===== src/hw/rtl/ecor_pkg.sv =====
package ecor_pkg;

  // default chain length
  localparam int NUM_EFFECTS_DEF = 8;

  // depth of the command queue between front and back
  localparam int CMD_QUEUE_DEPTH = 2;

  // command codes, equal to the func field encoding
  typedef enum logic [2:0] {
    OP_REPORT     = 3'd0,
    OP_MOVE_UP    = 3'd1,
    OP_MOVE_DOWN  = 3'd2,
    OP_SET_ENABLE = 3'd3,
    OP_ELEMENT    = 3'd4
  } cmd_op_t;

  // result kinds
  localparam logic [2:0] KIND_ORDER  = 3'd0;
  localparam logic [2:0] KIND_INPUT  = 3'd1;
  localparam logic [2:0] KIND_LINK   = 3'd2;
  localparam logic [2:0] KIND_OUTPUT = 3'd3;
  localparam logic [2:0] KIND_ERROR  = 3'd4;

  // load check error codes
  localparam logic [1:0] ERR_COUNT = 2'd0;
  localparam logic [1:0] ERR_RANGE = 2'd1;
  localparam logic [1:0] ERR_DUP   = 2'd2;

  typedef struct packed {
    cmd_op_t    op;
    logic [7:0] value;
    logic       enable;
    logic       last_elem;
  } cmd_t;

  typedef struct packed {
    logic [2:0] kind;
    logic [2:0] slot;
    logic [2:0] effect_id;
    logic [2:0] link_target;
    logic       found;
    logic [1:0] error_code;
    logic       last;
  } res_t;

  typedef enum logic [2:0] {
    S_IDLE,
    S_FIND,
    S_CHECK,
    S_ERR,
    S_ORDER,
    S_ROUTE,
    S_ROUTE_END,
    S_ROUTE_OUT
  } back_state_t;

endpackage


===== src/hw/rtl/effect_chain_order_router.sv =====
// Effect chain order router.
//
// Input channel (push/full): one command per transfer, fields func,
// effect_value, enable_flag, last_element. Commands land in a two-entry
// queue, so the sender keeps going while the back end is busy; unknown
// func codes are taken and dropped there.
// Result channel (empty/pop): a result is on the ports while empty is low
// and leaves on a transfer with pop high. last marks the final result of
// a command. A held result never stops the back end from preparing the
// next one; it stalls only when that one has nowhere to go.
// Sequence: the back end walks the chain one slot per cycle unless a result
// it must emit has nowhere to go. Report: take the command, emit the order,
// scan for the routing, emit the ends. A move adds a search first; a good
// load adds a check, a bad one ends early with a single error result.
// With the back end idle, a report's command passes through the queue and
// the order state before its first result is registered.
// Reset (rst, synchronous): identity order, all effects disabled, load
// count cleared, command queue and result register empty. No clearing pass is needed.
module effect_chain_order_router #(
  parameter int NUM_EFFECTS = ecor_pkg::NUM_EFFECTS_DEF
) (
  input  logic       clk,
  input  logic       rst,
  input  logic       push,
  output logic       full,
  input  logic [2:0] func,
  input  logic [7:0] effect_value,
  input  logic       enable_flag,
  input  logic       last_element,
  output logic       empty,
  input  logic       pop,
  output logic [2:0] kind,
  output logic [2:0] slot,
  output logic [2:0] effect_id,
  output logic [2:0] link_target,
  output logic       found,
  output logic [1:0] error_code,
  output logic       last
);
  import ecor_pkg::*;

  cmd_t cmd;
  logic cmd_valid;
  logic cmd_take;
  res_t res;
  logic res_valid;

  // front end: classify and queue commands
  ecor_front u_front (
    .clk          (clk),
    .rst          (rst),
    .push         (push),
    .full         (full),
    .func         (func),
    .effect_value (effect_value),
    .enable_flag  (enable_flag),
    .last_element (last_element),
    .cmd          (cmd),
    .cmd_valid    (cmd_valid),
    .cmd_take     (cmd_take)
  );

  // back end: owns the chain state and sequences the results
  ecor_back #(
    .NUM_EFFECTS (NUM_EFFECTS)
  ) u_back (
    .clk       (clk),
    .rst       (rst),
    .cmd       (cmd),
    .cmd_valid (cmd_valid),
    .cmd_take  (cmd_take),
    .res       (res),
    .res_valid (res_valid),
    .pop       (pop)
  );

  assign empty       = !res_valid;
  assign kind        = res.kind;
  assign slot        = res.slot;
  assign effect_id   = res.effect_id;
  assign link_target = res.link_target;
  assign found       = res.found;
  assign error_code  = res.error_code;
  assign last        = res.last;

  // a load error is always a command's only and final result
  a_err_last: assert property (@(posedge clk) disable iff (rst)
    (!empty && kind == KIND_ERROR) |-> (last && error_code != 2'd3))
    else $error("load error result without last");

  // a missing chain end reports effect 0
  a_notfound_id: assert property (@(posedge clk) disable iff (rst)
    (!empty && (kind == KIND_INPUT || kind == KIND_OUTPUT) && !found) |-> (effect_id == 3'd0))
    else $error("chain end not found but effect id nonzero");

  // links sit between chain input and chain output, never final
  a_link_mid: assert property (@(posedge clk) disable iff (rst)
    (!empty && kind == KIND_LINK) |-> (!last && !found))
    else $error("link result marked last or found");

  // the back end takes a queued command only when one is waiting
  a_take_valid: assert property (@(posedge clk) disable iff (rst)
    cmd_take |-> cmd_valid)
    else $error("command taken from empty queue");

endmodule


===== src/hw/rtl/ecor_front.sv =====
module ecor_front (
  input  logic          clk,
  input  logic          rst,
  input  logic          push,
  output logic          full,
  input  logic [2:0]    func,
  input  logic [7:0]    effect_value,
  input  logic          enable_flag,
  input  logic          last_element,
  output ecor_pkg::cmd_t cmd,
  output logic          cmd_valid,
  input  logic          cmd_take
);
  import ecor_pkg::*;

  localparam int QD  = CMD_QUEUE_DEPTH;
  localparam int PW  = (QD > 1) ? $clog2(QD) : 1;
  localparam int CNW = $clog2(QD + 1);
  localparam logic [PW-1:0]  PTR_LAST = PW'(QD - 1);
  localparam logic [CNW-1:0] CNT_FULL = CNW'(QD);

  cmd_t           queue [QD];
  logic [PW-1:0]  wr_ptr;
  logic [PW-1:0]  rd_ptr;
  logic [CNW-1:0] count;
  logic           known;
  logic           wr_en;
  logic           rd_en;
  cmd_t           dec;

  // classify: unknown funcs are taken and dropped
  always_comb begin
    case (func)
      OP_REPORT, OP_MOVE_UP, OP_MOVE_DOWN, OP_SET_ENABLE, OP_ELEMENT: known = 1'b1;
      default: known = 1'b0;
    endcase
    dec.op        = cmd_op_t'(func);
    dec.value     = effect_value;
    dec.enable    = enable_flag;
    dec.last_elem = last_element;
  end

  assign full      = (count == CNT_FULL);
  assign cmd_valid = (count != '0);
  assign cmd       = queue[rd_ptr];
  assign wr_en     = push && !full && known;
  assign rd_en     = cmd_take && cmd_valid;

  always_ff @(posedge clk) begin
    if (wr_en) begin
      queue[wr_ptr] <= dec;
    end
  end

  always_ff @(posedge clk) begin
    if (rst) begin
      wr_ptr <= '0;
      rd_ptr <= '0;
      count  <= '0;
    end else begin
      if (wr_en) begin
        wr_ptr <= (wr_ptr == PTR_LAST) ? '0 : wr_ptr + 1'b1;
      end
      if (rd_en) begin
        rd_ptr <= (rd_ptr == PTR_LAST) ? '0 : rd_ptr + 1'b1;
      end
      if (wr_en && !rd_en) begin
        count <= count + 1'b1;
      end else if (rd_en && !wr_en) begin
        count <= count - 1'b1;
      end
    end
  end

endmodule


===== src/hw/rtl/ecor_back.sv =====
module ecor_back #(
  parameter int NUM_EFFECTS = ecor_pkg::NUM_EFFECTS_DEF
) (
  input  logic           clk,
  input  logic           rst,
  input  ecor_pkg::cmd_t cmd,
  input  logic           cmd_valid,
  output logic           cmd_take,
  output ecor_pkg::res_t res,
  output logic           res_valid,
  input  logic           pop
);
  import ecor_pkg::*;

  localparam int IDW = $clog2(NUM_EFFECTS);
  localparam int CW  = $clog2(NUM_EFFECTS + 2);
  localparam logic [IDW-1:0] LAST_SLOT = IDW'(NUM_EFFECTS - 1);
  localparam logic [CW-1:0]  CNT_N     = CW'(NUM_EFFECTS);
  localparam logic [CW-1:0]  CNT_SAT   = CW'(NUM_EFFECTS + 1);
  localparam logic [7:0]     N8        = 8'(NUM_EFFECTS);

  back_state_t    state, state_next;
  logic [IDW-1:0] order [NUM_EFFECTS];
  logic [IDW-1:0] order_next [NUM_EFFECTS];
  logic [7:0]     lbuf [NUM_EFFECTS];
  logic [7:0]     lbuf_next [NUM_EFFECTS];
  logic [NUM_EFFECTS-1:0] en_mask, en_mask_next;
  logic [CW-1:0]  lcount, lcount_next, lcount_inc;
  logic [IDW-1:0] cnt, cnt_next;
  cmd_t           cur, cur_next;
  logic           have, have_next;
  logic [IDW-1:0] prev_id, prev_id_next;
  logic [1:0]     err, err_next;
  logic           can_emit;
  logic           emit;
  res_t           res_d;
  logic           slot_on;
  logic           dup;

  assign can_emit = !res_valid || pop;
  assign slot_on  = en_mask[order[cnt]];

  always_comb begin
    dup = 1'b0;
    for (int j = 0; j < NUM_EFFECTS; j++) begin
      dup = dup | ((IDW'(j) != cnt) && (lbuf[j] == lbuf[cnt]));
    end
  end

  assign lcount_inc = (lcount < CNT_SAT) ? lcount + 1'b1 : lcount;

  always_comb begin
    state_next   = state;
    order_next   = order;
    lbuf_next    = lbuf;
    en_mask_next = en_mask;
    lcount_next  = lcount;
    cnt_next     = cnt;
    cur_next     = cur;
    have_next    = have;
    prev_id_next = prev_id;
    err_next     = err;
    cmd_take     = 1'b0;
    emit         = 1'b0;
    res_d        = '0;

    case (state)
      S_IDLE: begin
        cmd_take = cmd_valid;
        if (cmd_valid) begin
          cur_next  = cmd;
          cnt_next  = '0;
          have_next = 1'b0;
          case (cmd.op)
            OP_REPORT: state_next = S_ORDER;
            OP_MOVE_UP, OP_MOVE_DOWN: state_next = S_FIND;
            OP_SET_ENABLE: begin
              if (cmd.value < N8) begin
                en_mask_next[cmd.value[IDW-1:0]] = cmd.enable;
              end
              state_next = S_ROUTE;
            end
            OP_ELEMENT: begin
              if (lcount < CNT_N) begin
                lbuf_next[lcount[IDW-1:0]] = cmd.value;
              end
              lcount_next = lcount_inc;
              if (cmd.last_elem) begin
                lcount_next = '0;
                if (lcount_inc != CNT_N) begin
                  err_next   = ERR_COUNT;
                  state_next = S_ERR;
                end else begin
                  state_next = S_CHECK;
                end
              end
            end
            default: state_next = S_IDLE;
          endcase
        end
      end

      // search for the effect, swap with its neighbor if one exists
      S_FIND: begin
        if (8'(order[cnt]) == cur.value) begin
          if (cur.op == OP_MOVE_UP && cnt != '0) begin
            order_next[cnt - 1'b1] = order[cnt];
            order_next[cnt]        = order[cnt - 1'b1];
          end else if (cur.op == OP_MOVE_DOWN && cnt != LAST_SLOT) begin
            order_next[cnt + 1'b1] = order[cnt];
            order_next[cnt]        = order[cnt + 1'b1];
          end
          cnt_next   = '0;
          state_next = S_ORDER;
        end else if (cnt == LAST_SLOT) begin
          cnt_next   = '0;
          state_next = S_ORDER;
        end else begin
          cnt_next = cnt + 1'b1;
        end
      end

      // one element per cycle; first bad element decides
      S_CHECK: begin
        if (lbuf[cnt] >= N8) begin
          err_next   = ERR_RANGE;
          state_next = S_ERR;
        end else if (dup) begin
          err_next   = ERR_DUP;
          state_next = S_ERR;
        end else if (cnt == LAST_SLOT) begin
          for (int i = 0; i < NUM_EFFECTS; i++) begin
            order_next[i] = lbuf[i][IDW-1:0];
          end
          cnt_next   = '0;
          state_next = S_ORDER;
        end else begin
          cnt_next = cnt + 1'b1;
        end
      end

      S_ERR: begin
        if (can_emit) begin
          emit             = 1'b1;
          res_d.kind       = KIND_ERROR;
          res_d.error_code = err;
          res_d.last       = 1'b1;
          state_next       = S_IDLE;
        end
      end

      S_ORDER: begin
        if (can_emit) begin
          emit            = 1'b1;
          res_d.kind      = KIND_ORDER;
          res_d.slot      = 3'(cnt);
          res_d.effect_id = 3'(order[cnt]);
          if (cnt == LAST_SLOT) begin
            cnt_next   = '0;
            have_next  = 1'b0;
            state_next = S_ROUTE;
          end else begin
            cnt_next = cnt + 1'b1;
          end
        end
      end

      // walk the chain, emit input on first enabled slot, links after
      S_ROUTE: begin
        if (!slot_on || can_emit) begin
          if (slot_on) begin
            emit         = 1'b1;
            have_next    = 1'b1;
            prev_id_next = order[cnt];
            if (have) begin
              res_d.kind        = KIND_LINK;
              res_d.effect_id   = 3'(prev_id);
              res_d.link_target = 3'(order[cnt]);
            end else begin
              res_d.kind      = KIND_INPUT;
              res_d.effect_id = 3'(order[cnt]);
              res_d.found     = 1'b1;
            end
          end
          if (cnt == LAST_SLOT) begin
            state_next = S_ROUTE_END;
          end else begin
            cnt_next = cnt + 1'b1;
          end
        end
      end

      S_ROUTE_END: begin
        if (have) begin
          state_next = S_ROUTE_OUT;
        end else if (can_emit) begin
          emit       = 1'b1;
          res_d.kind = KIND_INPUT;
          state_next = S_ROUTE_OUT;
        end
      end

      S_ROUTE_OUT: begin
        if (can_emit) begin
          emit            = 1'b1;
          res_d.kind      = KIND_OUTPUT;
          res_d.found     = have;
          res_d.effect_id = have ? 3'(prev_id) : 3'd0;
          res_d.last      = 1'b1;
          state_next      = S_IDLE;
        end
      end

      default: state_next = S_IDLE;
    endcase
  end

  always_ff @(posedge clk) begin
    if (rst) begin
      state     <= S_IDLE;
      en_mask   <= '0;
      lcount    <= '0;
      res_valid <= 1'b0;
      for (int i = 0; i < NUM_EFFECTS; i++) begin
        order[i] <= IDW'(i);
      end
    end else begin
      state   <= state_next;
      en_mask <= en_mask_next;
      lcount  <= lcount_next;
      order   <= order_next;
      if (emit) begin
        res_valid <= 1'b1;
      end else if (pop) begin
        res_valid <= 1'b0;
      end
    end
  end

  always_ff @(posedge clk) begin
    lbuf    <= lbuf_next;
    cnt     <= cnt_next;
    cur     <= cur_next;
    have    <= have_next;
    prev_id <= prev_id_next;
    err     <= err_next;
    if (emit) begin
      res <= res_d;
    end
  end

endmodule


===== config.mk =====
export PLATFORM = sky130hd
export DESIGN_NAME = effect_chain_order_router
export DESIGN_NICKNAME = d
export VERILOG_FILES = /design/src/hw/rtl/ecor_pkg.sv /design/src/hw/rtl/effect_chain_order_router.sv /design/src/hw/rtl/ecor_front.sv /design/src/hw/rtl/ecor_back.sv
export SDC_FILE = /design/constraint.sdc
export NUM_CORES = 1
export LEC_CHECK = 0
export BUFFER_PORTS_ARGS = -buffer_cell sky130_fd_sc_hd__buf_2
export CAP_MARGIN = 20
export CORE_MARGIN = 4
export CORE_UTILIZATION = 60
export CTS_CLUSTER_SIZE = 12
export DETAILED_ROUTE_END_ITERATION = 10
export PLACE_DENSITY = 0.89
export SLEW_MARGIN = 0
export SYNTH_ARGS = -nofsm -noshare
export SYNTH_HDL_FRONTEND = slang
export SYNTH_SLANG_ARGS = --single-unit

===== constraint.sdc =====
create_clock -name clk -period 5.3 [get_ports clk]
set_input_delay 1.59 -clock clk [delete_from_list [all_inputs] [get_ports clk]]
set_output_delay 1.59 -clock clk [all_outputs]
set_load 0.005 [all_outputs]

* Word-level counts from Yosys, hierarchy flattened
Memory sizes are Yosys's and may differ from the RTL's. A register that Yosys moved wholly into a read port is not among the register bits.
Index checks and enable logic that the tools add are counted.
** Cells by class
- $add $sub $neg :: 7
- $mul :: 0
- Div/mod/pow operators :: 0
- $lt $le $gt $ge :: 15
- Eq/ne operators :: 56
- Shift-type cells :: 0
- Muxes and demuxes :: 115
- Bitwise operators :: 11
- Reductions and logical operators :: 55
** Operator list (number)
- $mux W24 :: 6
- $mux W3 :: 39
- $bwmux W24 :: 4
- $bwmux W64 :: 1
- $eq A8 B8 Y1 :: 8
- $pmux W24 S2 :: 1
- $pmux W3 S5 :: 2
- $bmux W3 S3 :: 3
- $demux W3 S3 :: 3
- $mux W1 :: 26
- $bmux W8 S3 :: 1
- $demux W8 S3 :: 1
- $mux W8 :: 3
- $ne A2 B1 Y1 const B :: 11
- $eq A3 B2 Y1 const B :: 7
- $eq A3 B3 Y1 const B :: 7
- $pmux W3 S7 :: 1
- $logic_and A1 B1 Y1 :: 20
- $mux W2 :: 10
- $reduce_and A6 Y1 :: 3
- $ge A4 B4 Y1 const B :: 4
- $lt A4 B1 Y1 const B :: 4
- $not A3 Y4 :: 4
- $mux W7 :: 2
- 46 further kinds :: 88
** Storage, ports and cells
- Bits in registers :: 144
- Bits in latches :: 0
- RAM bits :: 26
- Bits in read-only memories :: 0
- Input bits :: 17
- Output and inout port bits :: 18
- Word-level logic and storage cells :: 296
- Memories :: 1
** Memory list
- u_front.queue :: words 2, width 13, read ports 1, clocked after Yosys merged registers in 1, write ports 1, RTL line ecor_front.sv:22 : cmd_t queue [QD];

* Depth between registers and ports, before layout
Gate-level depths: netlist of run 1.
- Depth after elaboration :: 16
- Mapped depth :: 16
- Mapped depth without buffers :: 12

* Modules after synthesis
From an unflattened synthesis of run 1, not the netlist that was laid out.
** Second synthesis, totals
- Cells, all modules :: 914
- Area total of the unflattened synthesis :: 9944.5 um^2
** Modules (own cells, without submodules)
- ecor_back :: times used 1, cells an instance 848, area an instance 8769.7 um^2, sequential area each 3803.6 um^2
- ecor_front :: times used 1, cells an instance 65, area an instance 1171.1 um^2, sequential area each 880.8 um^2
- effect_chain_order_router :: times used 1, cells an instance 1, area an instance 3.8 um^2, sequential area each 0.0 um^2

* Worst setup path after synthesis of run 1
No wires, ideal clock.
- Path type :: reg2reg
- From :: reg u_back.cnt[0]
- To :: reg u_back.order[2] (netlist bit)
- Setup time :: 122 ps
- Arrival time :: 3648 ps
- Data required time :: 5178 ps
- Path slack :: 1530 ps
- Cell stages (with the launch flop) :: 11
- Buffers on the path :: 3
- Clock period less this slack :: 3770 ps
- Path through :: edfxtp_1 -> buf_6 -> buf_6 -> inv_2 -> buf_1 -> ha_1 -> xor2_1 -> mux4_2 -> mux4_2 -> a221o_1 -> a221o_1
** Between the ends
- Word-level cells in the longest chain between the ends :: 15
- Elaborated cells between the ends (all ways) :: 83
- Those cells by class :: add/sub: 2; order compare: 7; eq/ne: 23; mux: 26; bitwise: 10; reduce/logical: 15
** RTL lines
- from (decl) :: RTL line ecor_back.sv:29 : logic [IDW-1:0] cnt, cnt_next;
- from (signal assigned) :: RTL line ecor_back.sv:242 : cnt <= cnt_next;
- $not A3 Y4 (not written as such)
- $bmux W8 S3 :: RTL line ecor_back.sv:46, ecor_back.sv:125
- $mux W8 (not written as such) (2 in a row) :: RTL line ecor_back.sv:46, ecor_back.sv:125
- $eq A8 B8 Y1 :: RTL line ecor_back.sv:46 : dup = dup | ((IDW'(j) != cnt) && (lbuf[j] == lbuf[cnt]));
- $logic_and A1 B1 Y1 :: RTL line ecor_back.sv:46
- $or A1 B1 Y1 (7 in a row) :: RTL line ecor_back.sv:46
- $ne A2 B2 Y1 (no line)
- $reduce_and A6 Y1 (no line)
- to (signal, indexed assignment) :: RTL line ecor_back.sv:225 : order[i] <= IDW'(i);
- to (signal assigned) :: RTL line ecor_back.sv:231 : order <= order_next;
- to (decl) :: RTL line ecor_back.sv:23 : logic [IDW-1:0] order [NUM_EFFECTS];
Parallel ways exist; a longest one is shown, timed or not. The select of a mux whose other input is x is not followed.
A chain may end at the register's enable or synchronous reset.

* Final worst setup path of run 1
- From :: reg u_back.cnt[1]
- To :: reg u_back.order[0] (netlist bit)
The elaborated chain is that of the path after synthesis.

==> results.sh, run 1 <==
export IMPL_antenna_left=0
export IMPL_synth_cell_types=78
export IMPL_dp_hpwl_um=17200
export IMPL_crit_fanout=22
export IMPL_fill_cells=1097
export IMPL_grt_usage=0.274
export IMPL_cp_arrival_ns=4.64
export IMPL_setup_viol=0
export IMPL_tightest_slew_ns=0.983
export IMPL_hp_class="flip-flop to flip-flop"
export IMPL_drt_iter0_markers=1118
export IMPL_criticalPathCategory="flip-flop to flip-flop"
export IMPL_clk_latency_ns=0.44
export IMPL_clock_sinks=171
export IMPL_yosys_warnings=0
export IMPL_syn_nets=849
export IMPL_place_area_mm2=0.00967
export IMPL_grt_max_degree=51
export IMPL_viasPerCell=6.75
export IMPL_htreeDepth=4
export IMPL_grt_ovfl_total=0
export IMPL_yosysTopAreaCell="edfxtp_1"
export IMPL_dieArea_mm2=0.0176
export IMPL_syn_avg_cell_area_um2=11.4
export IMPL_die_h_um=133
export IMPL_initial_core_util=0.613
export IMPL_io_pins=35
export IMPL_fp_dieW_um=133
export IMPL_nets=872
export IMPL_netlist_area_leader_share=0.405
export IMPL_rsz0062_at_grt="false"
export IMPL_slew_viol_final=0
export IMPL_antenna_found_initial=0
export IMPL_ctsHoldBuffers=0
export IMPL_setup_slack_ns=0.992
export IMPL_diodes=0
export IMPL_p_leak_uw=0.00350
export IMPL_area_delta_synth_final_pct=9.83
export IMPL_ys_seq_elements=171
export IMPL_coreArea_mm2=0.0153
export IMPL_utilization=0.673
export IMPL_final_area_mm2=0.0103
export IMPL_maxCapViolCount=0
export IMPL_synthTopCellsByCount="126 x edfxtp_1, 83 x nor2_1, 52 x xnor2_1, 45 x dfxtp_1, 42 x nand2_1"
export IMPL_clkTransAtPathRegs_ns=0.07
export IMPL_async_reset_ff_frac=0
export IMPL_syn_inst=822
export IMPL_drc=0
export IMPL_firstDrtPassIters=6
export IMPL_numPortBuffers=34
export IMPL_holdWs_ns=0.522
export IMPL_routed_wl_um=24200
export IMPL_synth_ff_type="edfxtp_1"
export IMPL_synth_most_common_cell="edfxtp_1"
export IMPL_grt_pass1_wl_um=37300
export IMPL_cts_root_buf="clkbuf_16"
export IMPL_min_period_over_period=0.813
export IMPL_setup_tns_ns=0
export IMPL_skew_ns=0.0126
export IMPL_finalHoldViolCount=0
export IMPL_status="finished clean"
export IMPL_vdd_drop_max_uv=346
export IMPL_dpl_worst_slack_ns=1.12
export IMPL_drive_gt1_frac=0.171
export IMPL_seq_area_frac_synth=0.501
export IMPL_post_cts_buffers=0
export IMPL_place_congestion=1.02
export IMPL_cts_resized=0
export IMPL_critPathCaptureType="flip-flop"
export IMPL_synth_edf_count=126
export IMPL_p_per_area_mw_per_mm2=558
export IMPL_crit_required_ns=5.63
export IMPL_numCtsBuffers=17
export IMPL_min_period_ns=4.31
export IMPL_routed_via_count=7219
export IMPL_worst_slew_margin_rel=0.345
export IMPL_grt_pass1_vias=6745
export IMPL_wl_per_cell_um=22.6
export IMPL_synthTopCellsByArea="edfxtp_1 40%, dfxtp_1 9.6%, xnor2_1 4.9%, mux4_2 4.6%, mux2i_1 3.7%"
export IMPL_cts_max_path_buffers=2
export IMPL_row_count=45
export IMPL_clock_fmax_mhz=232
export IMPL_cp_start_kind="flip-flop"
export IMPL_tritoncts="done"
export IMPL_netlist_area_mm2=0.00935
## metal layers
metal  vias up  routed length [um]  track usage
met5         -                   0            0
met4         0                 859        0.106
met3        77                2630       0.0597
met2       492               11300        0.428
met1      3483                9390        0.377
li1       3167                   -            -
## cells in the final DEF (no fill, tap or decap), drive strengths merged, types with 12 or more instances in the layout
cell type	instances
a21oi	33
a221o	20
a221oi	14
a22oi	15
and2	12
buf	49
clkbuf	19
dfxtp	45
edfxtp	126
inv	25
mux2	22
mux2i	36
mux4	19
nand2	46
nand3	20
nor2	86
nor3	34
o21ai	28
xnor2	52
xor2	18
## stage by stage
stage / cells / total power [uW]
2_1_floorplan: 822 / 3820
3_3_place_gp: 1032 / 4390
3_5_place_dp: 1032 / 4450
5_1_grt: 1069 / 5980
6_report: 1069 / 5730
4_1_cts: 1064 / 5660
## state kept, by name, summed over array words and instances (netlist names), named ones only
signal,count
u_back.cur,11
u_back.res,16
u_front.queue,26
u_back.prev_id,3
u_back.have,1
u_back.lcount,4
u_front.wr_ptr,1
u_back.lbuf,64
u_front.count,2
u_back.res_valid,1
u_front.rd_ptr,1
u_back.state,3
u_back.cnt,3
u_back.order,24
u_back.err,2
u_back.en_mask,8
## power by group
part	internal, uW	switching, uW	total, uW	leakage, uW
registers	1680	184	1860	0.00152
logic	1050	1610	2660	0.00172
clock network	656	556	1210	0.000259
total	3380	2350	5730	0.00350
## kinds of logic after synthesis
logic type      after synthesis  synth area share
fa+ha+maj                    10            0.0134
mux                          77             0.112
simple gates                255             0.136
compound gates              173             0.140
flops                       171             0.501
xor+xnor                     70            0.0656
buf+inv                      66            0.0318
## final cells by class
class / count / area, um^2 / area share
inverter: 20 / 75.1 / 0.00731
multi-input combinational: 585 / 4380 / 0.427
sequential: 171 / 4680 / 0.456
clock buffer: 18 / 429 / 0.0418
tap: 211 / 264 / 0.0257
timing repair buffer: 50 / 300 / 0.0292
clock inverter: 14 / 138 / 0.0134
## critical path: stages, from the launching register on
cell and delay (ns):
edfxtp_1 0.91, mux4_2 0.60, mux2_2 0.48, xnor2_1 0.23
nand3_1 0.18, o31ai_4 0.28, nand2_1 0.38, o31ai_2 0.58
nand2_1 0.19, a221o_1 0.37
## worst paths after layout
path	slack [ns]	endpoint	depth (start not counted)	from
setup / recovery	0.99	u_back.order[0]$_SDFFE_PP1P_	9	u_back.cnt[1]$_SDFFCE_PN0P_
hold / removal	0.52	u_back.en_mask[6]$_SDFFE_PP0P_	2	u_back.en_mask[6]$_SDFFE_PP0P_
setup reg to reg	0.99	u_back.order[0]$_SDFFE_PP1P_	9	u_back.cnt[1]$_SDFFCE_PN0P_
hold reg to reg	0.52	u_back.en_mask[6]$_SDFFE_PP0P_	2	u_back.en_mask[6]$_SDFFE_PP0P_
Note: power is estimated with default switching activity, not from simulation.
==> run 2: changes to the inputs <==
clock period = 4.5 ns   (was 5.3 ns; I/O delays follow)
==> results.sh, run 2 (synthesis gave the netlist of run 1 again) <==
export IMPL_io_pins=35
export IMPL_cp_slowest_cell="edfxtp_1"
export IMPL_coreArea_mm2=0.0153
export IMPL_setup_tns_ns=0
export IMPL_skew_ns=0.0116
export IMPL_critPathCaptureType="flip-flop"
export IMPL_path_cells="nand2b_1 > o22ai_1 > nor2_8 > xnor2_1 > a2111o_1 > or4_4 > nand4_4 > o21a_2 > nor2_2 > a221o_1"
export IMPL_largest_reg_flops=64
export IMPL_maxCapViolCount=0
export IMPL_crit_fanout=24
export IMPL_setup_viol=0
export IMPL_initial_core_util=0.613
export IMPL_cp_arrival_ns=4.29
export IMPL_multiInputGateArea_mm2=0.00438
export IMPL_p_per_area_mw_per_mm2=666
export IMPL_antenna_found_initial=0
export IMPL_clkTransAtPathRegs_ns=0.07
export IMPL_antenna_left=0
export IMPL_finalHoldViolCount=0
export IMPL_use_met2=0.435
export IMPL_top_regs="u_back.lbuf (64), u_front.queue (26), u_back.order (24)"
export IMPL_grt_usage=0.276
export IMPL_diodes=0
export IMPL_min_period_ns=3.98
export IMPL_grt_ovfl_total=0
export IMPL_firstDrtPassIters=6
export IMPL_timing_rr_start="u_back.cnt[2]$_SDFFCE_PN0P_"
export IMPL_clock_sinks=171
export IMPL_die_h_um=133
export IMPL_ctsHoldBuffers=0
export IMPL_grt_pass1_wl_um=38000
export IMPL_layout_common_cells="126 x edfxtp_1, 83 x nor2_1, 52 x xnor2_1"
export IMPL_busiest_layer="met2"
export IMPL_ff_latch_area_mm2=0.00468
export IMPL_tightest_slew_ns=1.05
export IMPL_nets=872
export IMPL_min_period_over_period=0.884
export IMPL_status="finished clean"
export IMPL_drive_gt1_frac=0.171
export IMPL_cp_start_kind="flip-flop"
export IMPL_drt_iter0_markers=1099
export IMPL_hp_class="flip-flop to flip-flop"
export IMPL_max_stage_delay_ns=0.90
export IMPL_numPortBuffers=34
export IMPL_post_cts_buffers=0
export IMPL_htreeDepth=4
export IMPL_place_congestion=1.02
export IMPL_drc=0
export IMPL_numCtsBuffers=17
export IMPL_viasPerCell=6.67
export IMPL_fill_cells=1055
export IMPL_slew_viol_final=0
export IMPL_grt_use_met1=0.366
export IMPL_routed_wl_um=24300
export IMPL_vdd_drop_max_uv=476
export IMPL_cts_resized=0
export IMPL_grt_pass1_vias=6866
export IMPL_min_delay_start="u_back.en_mask[0]$_SDFFE_PP0P_"
export IMPL_crit_required_ns=4.81
export IMPL_dp_hpwl_um=17100
export IMPL_fp_dieW_um=133
export IMPL_setup_slack_ns=0.524
export IMPL_criticalPathCategory="flip-flop to flip-flop"
export IMPL_dpl_worst_slack_ns=0.669
export IMPL_cp_startpoint="u_back.cnt[2]$_SDFFCE_PN0P_"
export IMPL_p_total_uw=6880
export IMPL_tritoncts="done"
export IMPL_worst_slew_margin_rel=0.302
export IMPL_cts_max_path_buffers=2
export IMPL_final_common_cell="edfxtp_1"
export IMPL_row_count=45
export IMPL_p_leak_uw=0.00354
export IMPL_max_flop_register="u_back.lbuf"
export IMPL_grt_max_degree=57
export IMPL_grt_util_met3=0.0787
export IMPL_cts_root_buf="clkbuf_16"
export IMPL_routed_via_count=7130
export IMPL_rsz0062_at_grt="false"
export IMPL_clock_fmax_mhz=252
export IMPL_dieArea_mm2=0.0176
export IMPL_wl_per_cell_um=22.7
export IMPL_area_delta_synth_final_pct=10.6
export IMPL_clk_latency_ns=0.44
-- run 2: power by group --
| part | leakage [uW] | switching, uW | internal (uW) |
|---|---|---|---|
| sequential | 0.00152 | 186 | 1980 |
| combinational | 0.00172 | 1940 | 1230 |
| clock | 0.000297 | 651 | 893 |
-- run 2: area by class of cell --
type                            instances  area share
Clock buffer                           17      0.0411
Clock inverter                         15      0.0200
Inverter                               20     0.00726
Multi-Input combinational cell        585       0.424
Sequential cell                       171       0.453
Tap cell                              211      0.0255
Timing Repair Buffer                   50      0.0293
-- run 2: final timing paths --
kind                                          to  slack (ns)  cells after the start
setup reg to reg   u_back.order[13]$_SDFFE_PP1P_        0.52                     10
hold reg to reg   u_back.en_mask[0]$_SDFFE_PP0P_        0.52                      2
hold / removal    u_back.en_mask[0]$_SDFFE_PP0P_        0.52                      2
setup / recovery   u_back.order[13]$_SDFFE_PP1P_        0.52                     10
-- run 2: layer usage --
metal	routed length [um]	share of wire
met1	9130	0.38
met2	11400	0.47
met3	2850	0.12
met4	901	0.037
met5	0	0
-- run 2: metrics by stage --
| stage | hold slack, ns | utilization | std cells | area [um^2] |
|---|---|---|---|---|
| 2_1_floorplan | 0.453 | - | 822 | 9350 |
| 3_3_place_gp | 0.493 | 0.635 | 1035 | 9690 |
| 4_1_cts | 0.520 | 0.677 | 1067 | 10300 |
| 3_5_place_dp | 0.506 | 0.635 | 1035 | 9690 |
| 6_report | 0.522 | 0.678 | 1069 | 10300 |
| 5_1_grt | 0.539 | 0.678 | 1069 | 10300 |
-- run 2: critical path, delay by kind of cell, from the launching register on --
family,cells,cell delay (ns)
flops,1,0.90
simple gates,5,1.35
compound gates,4,1.43
xor+xnor,1,0.16
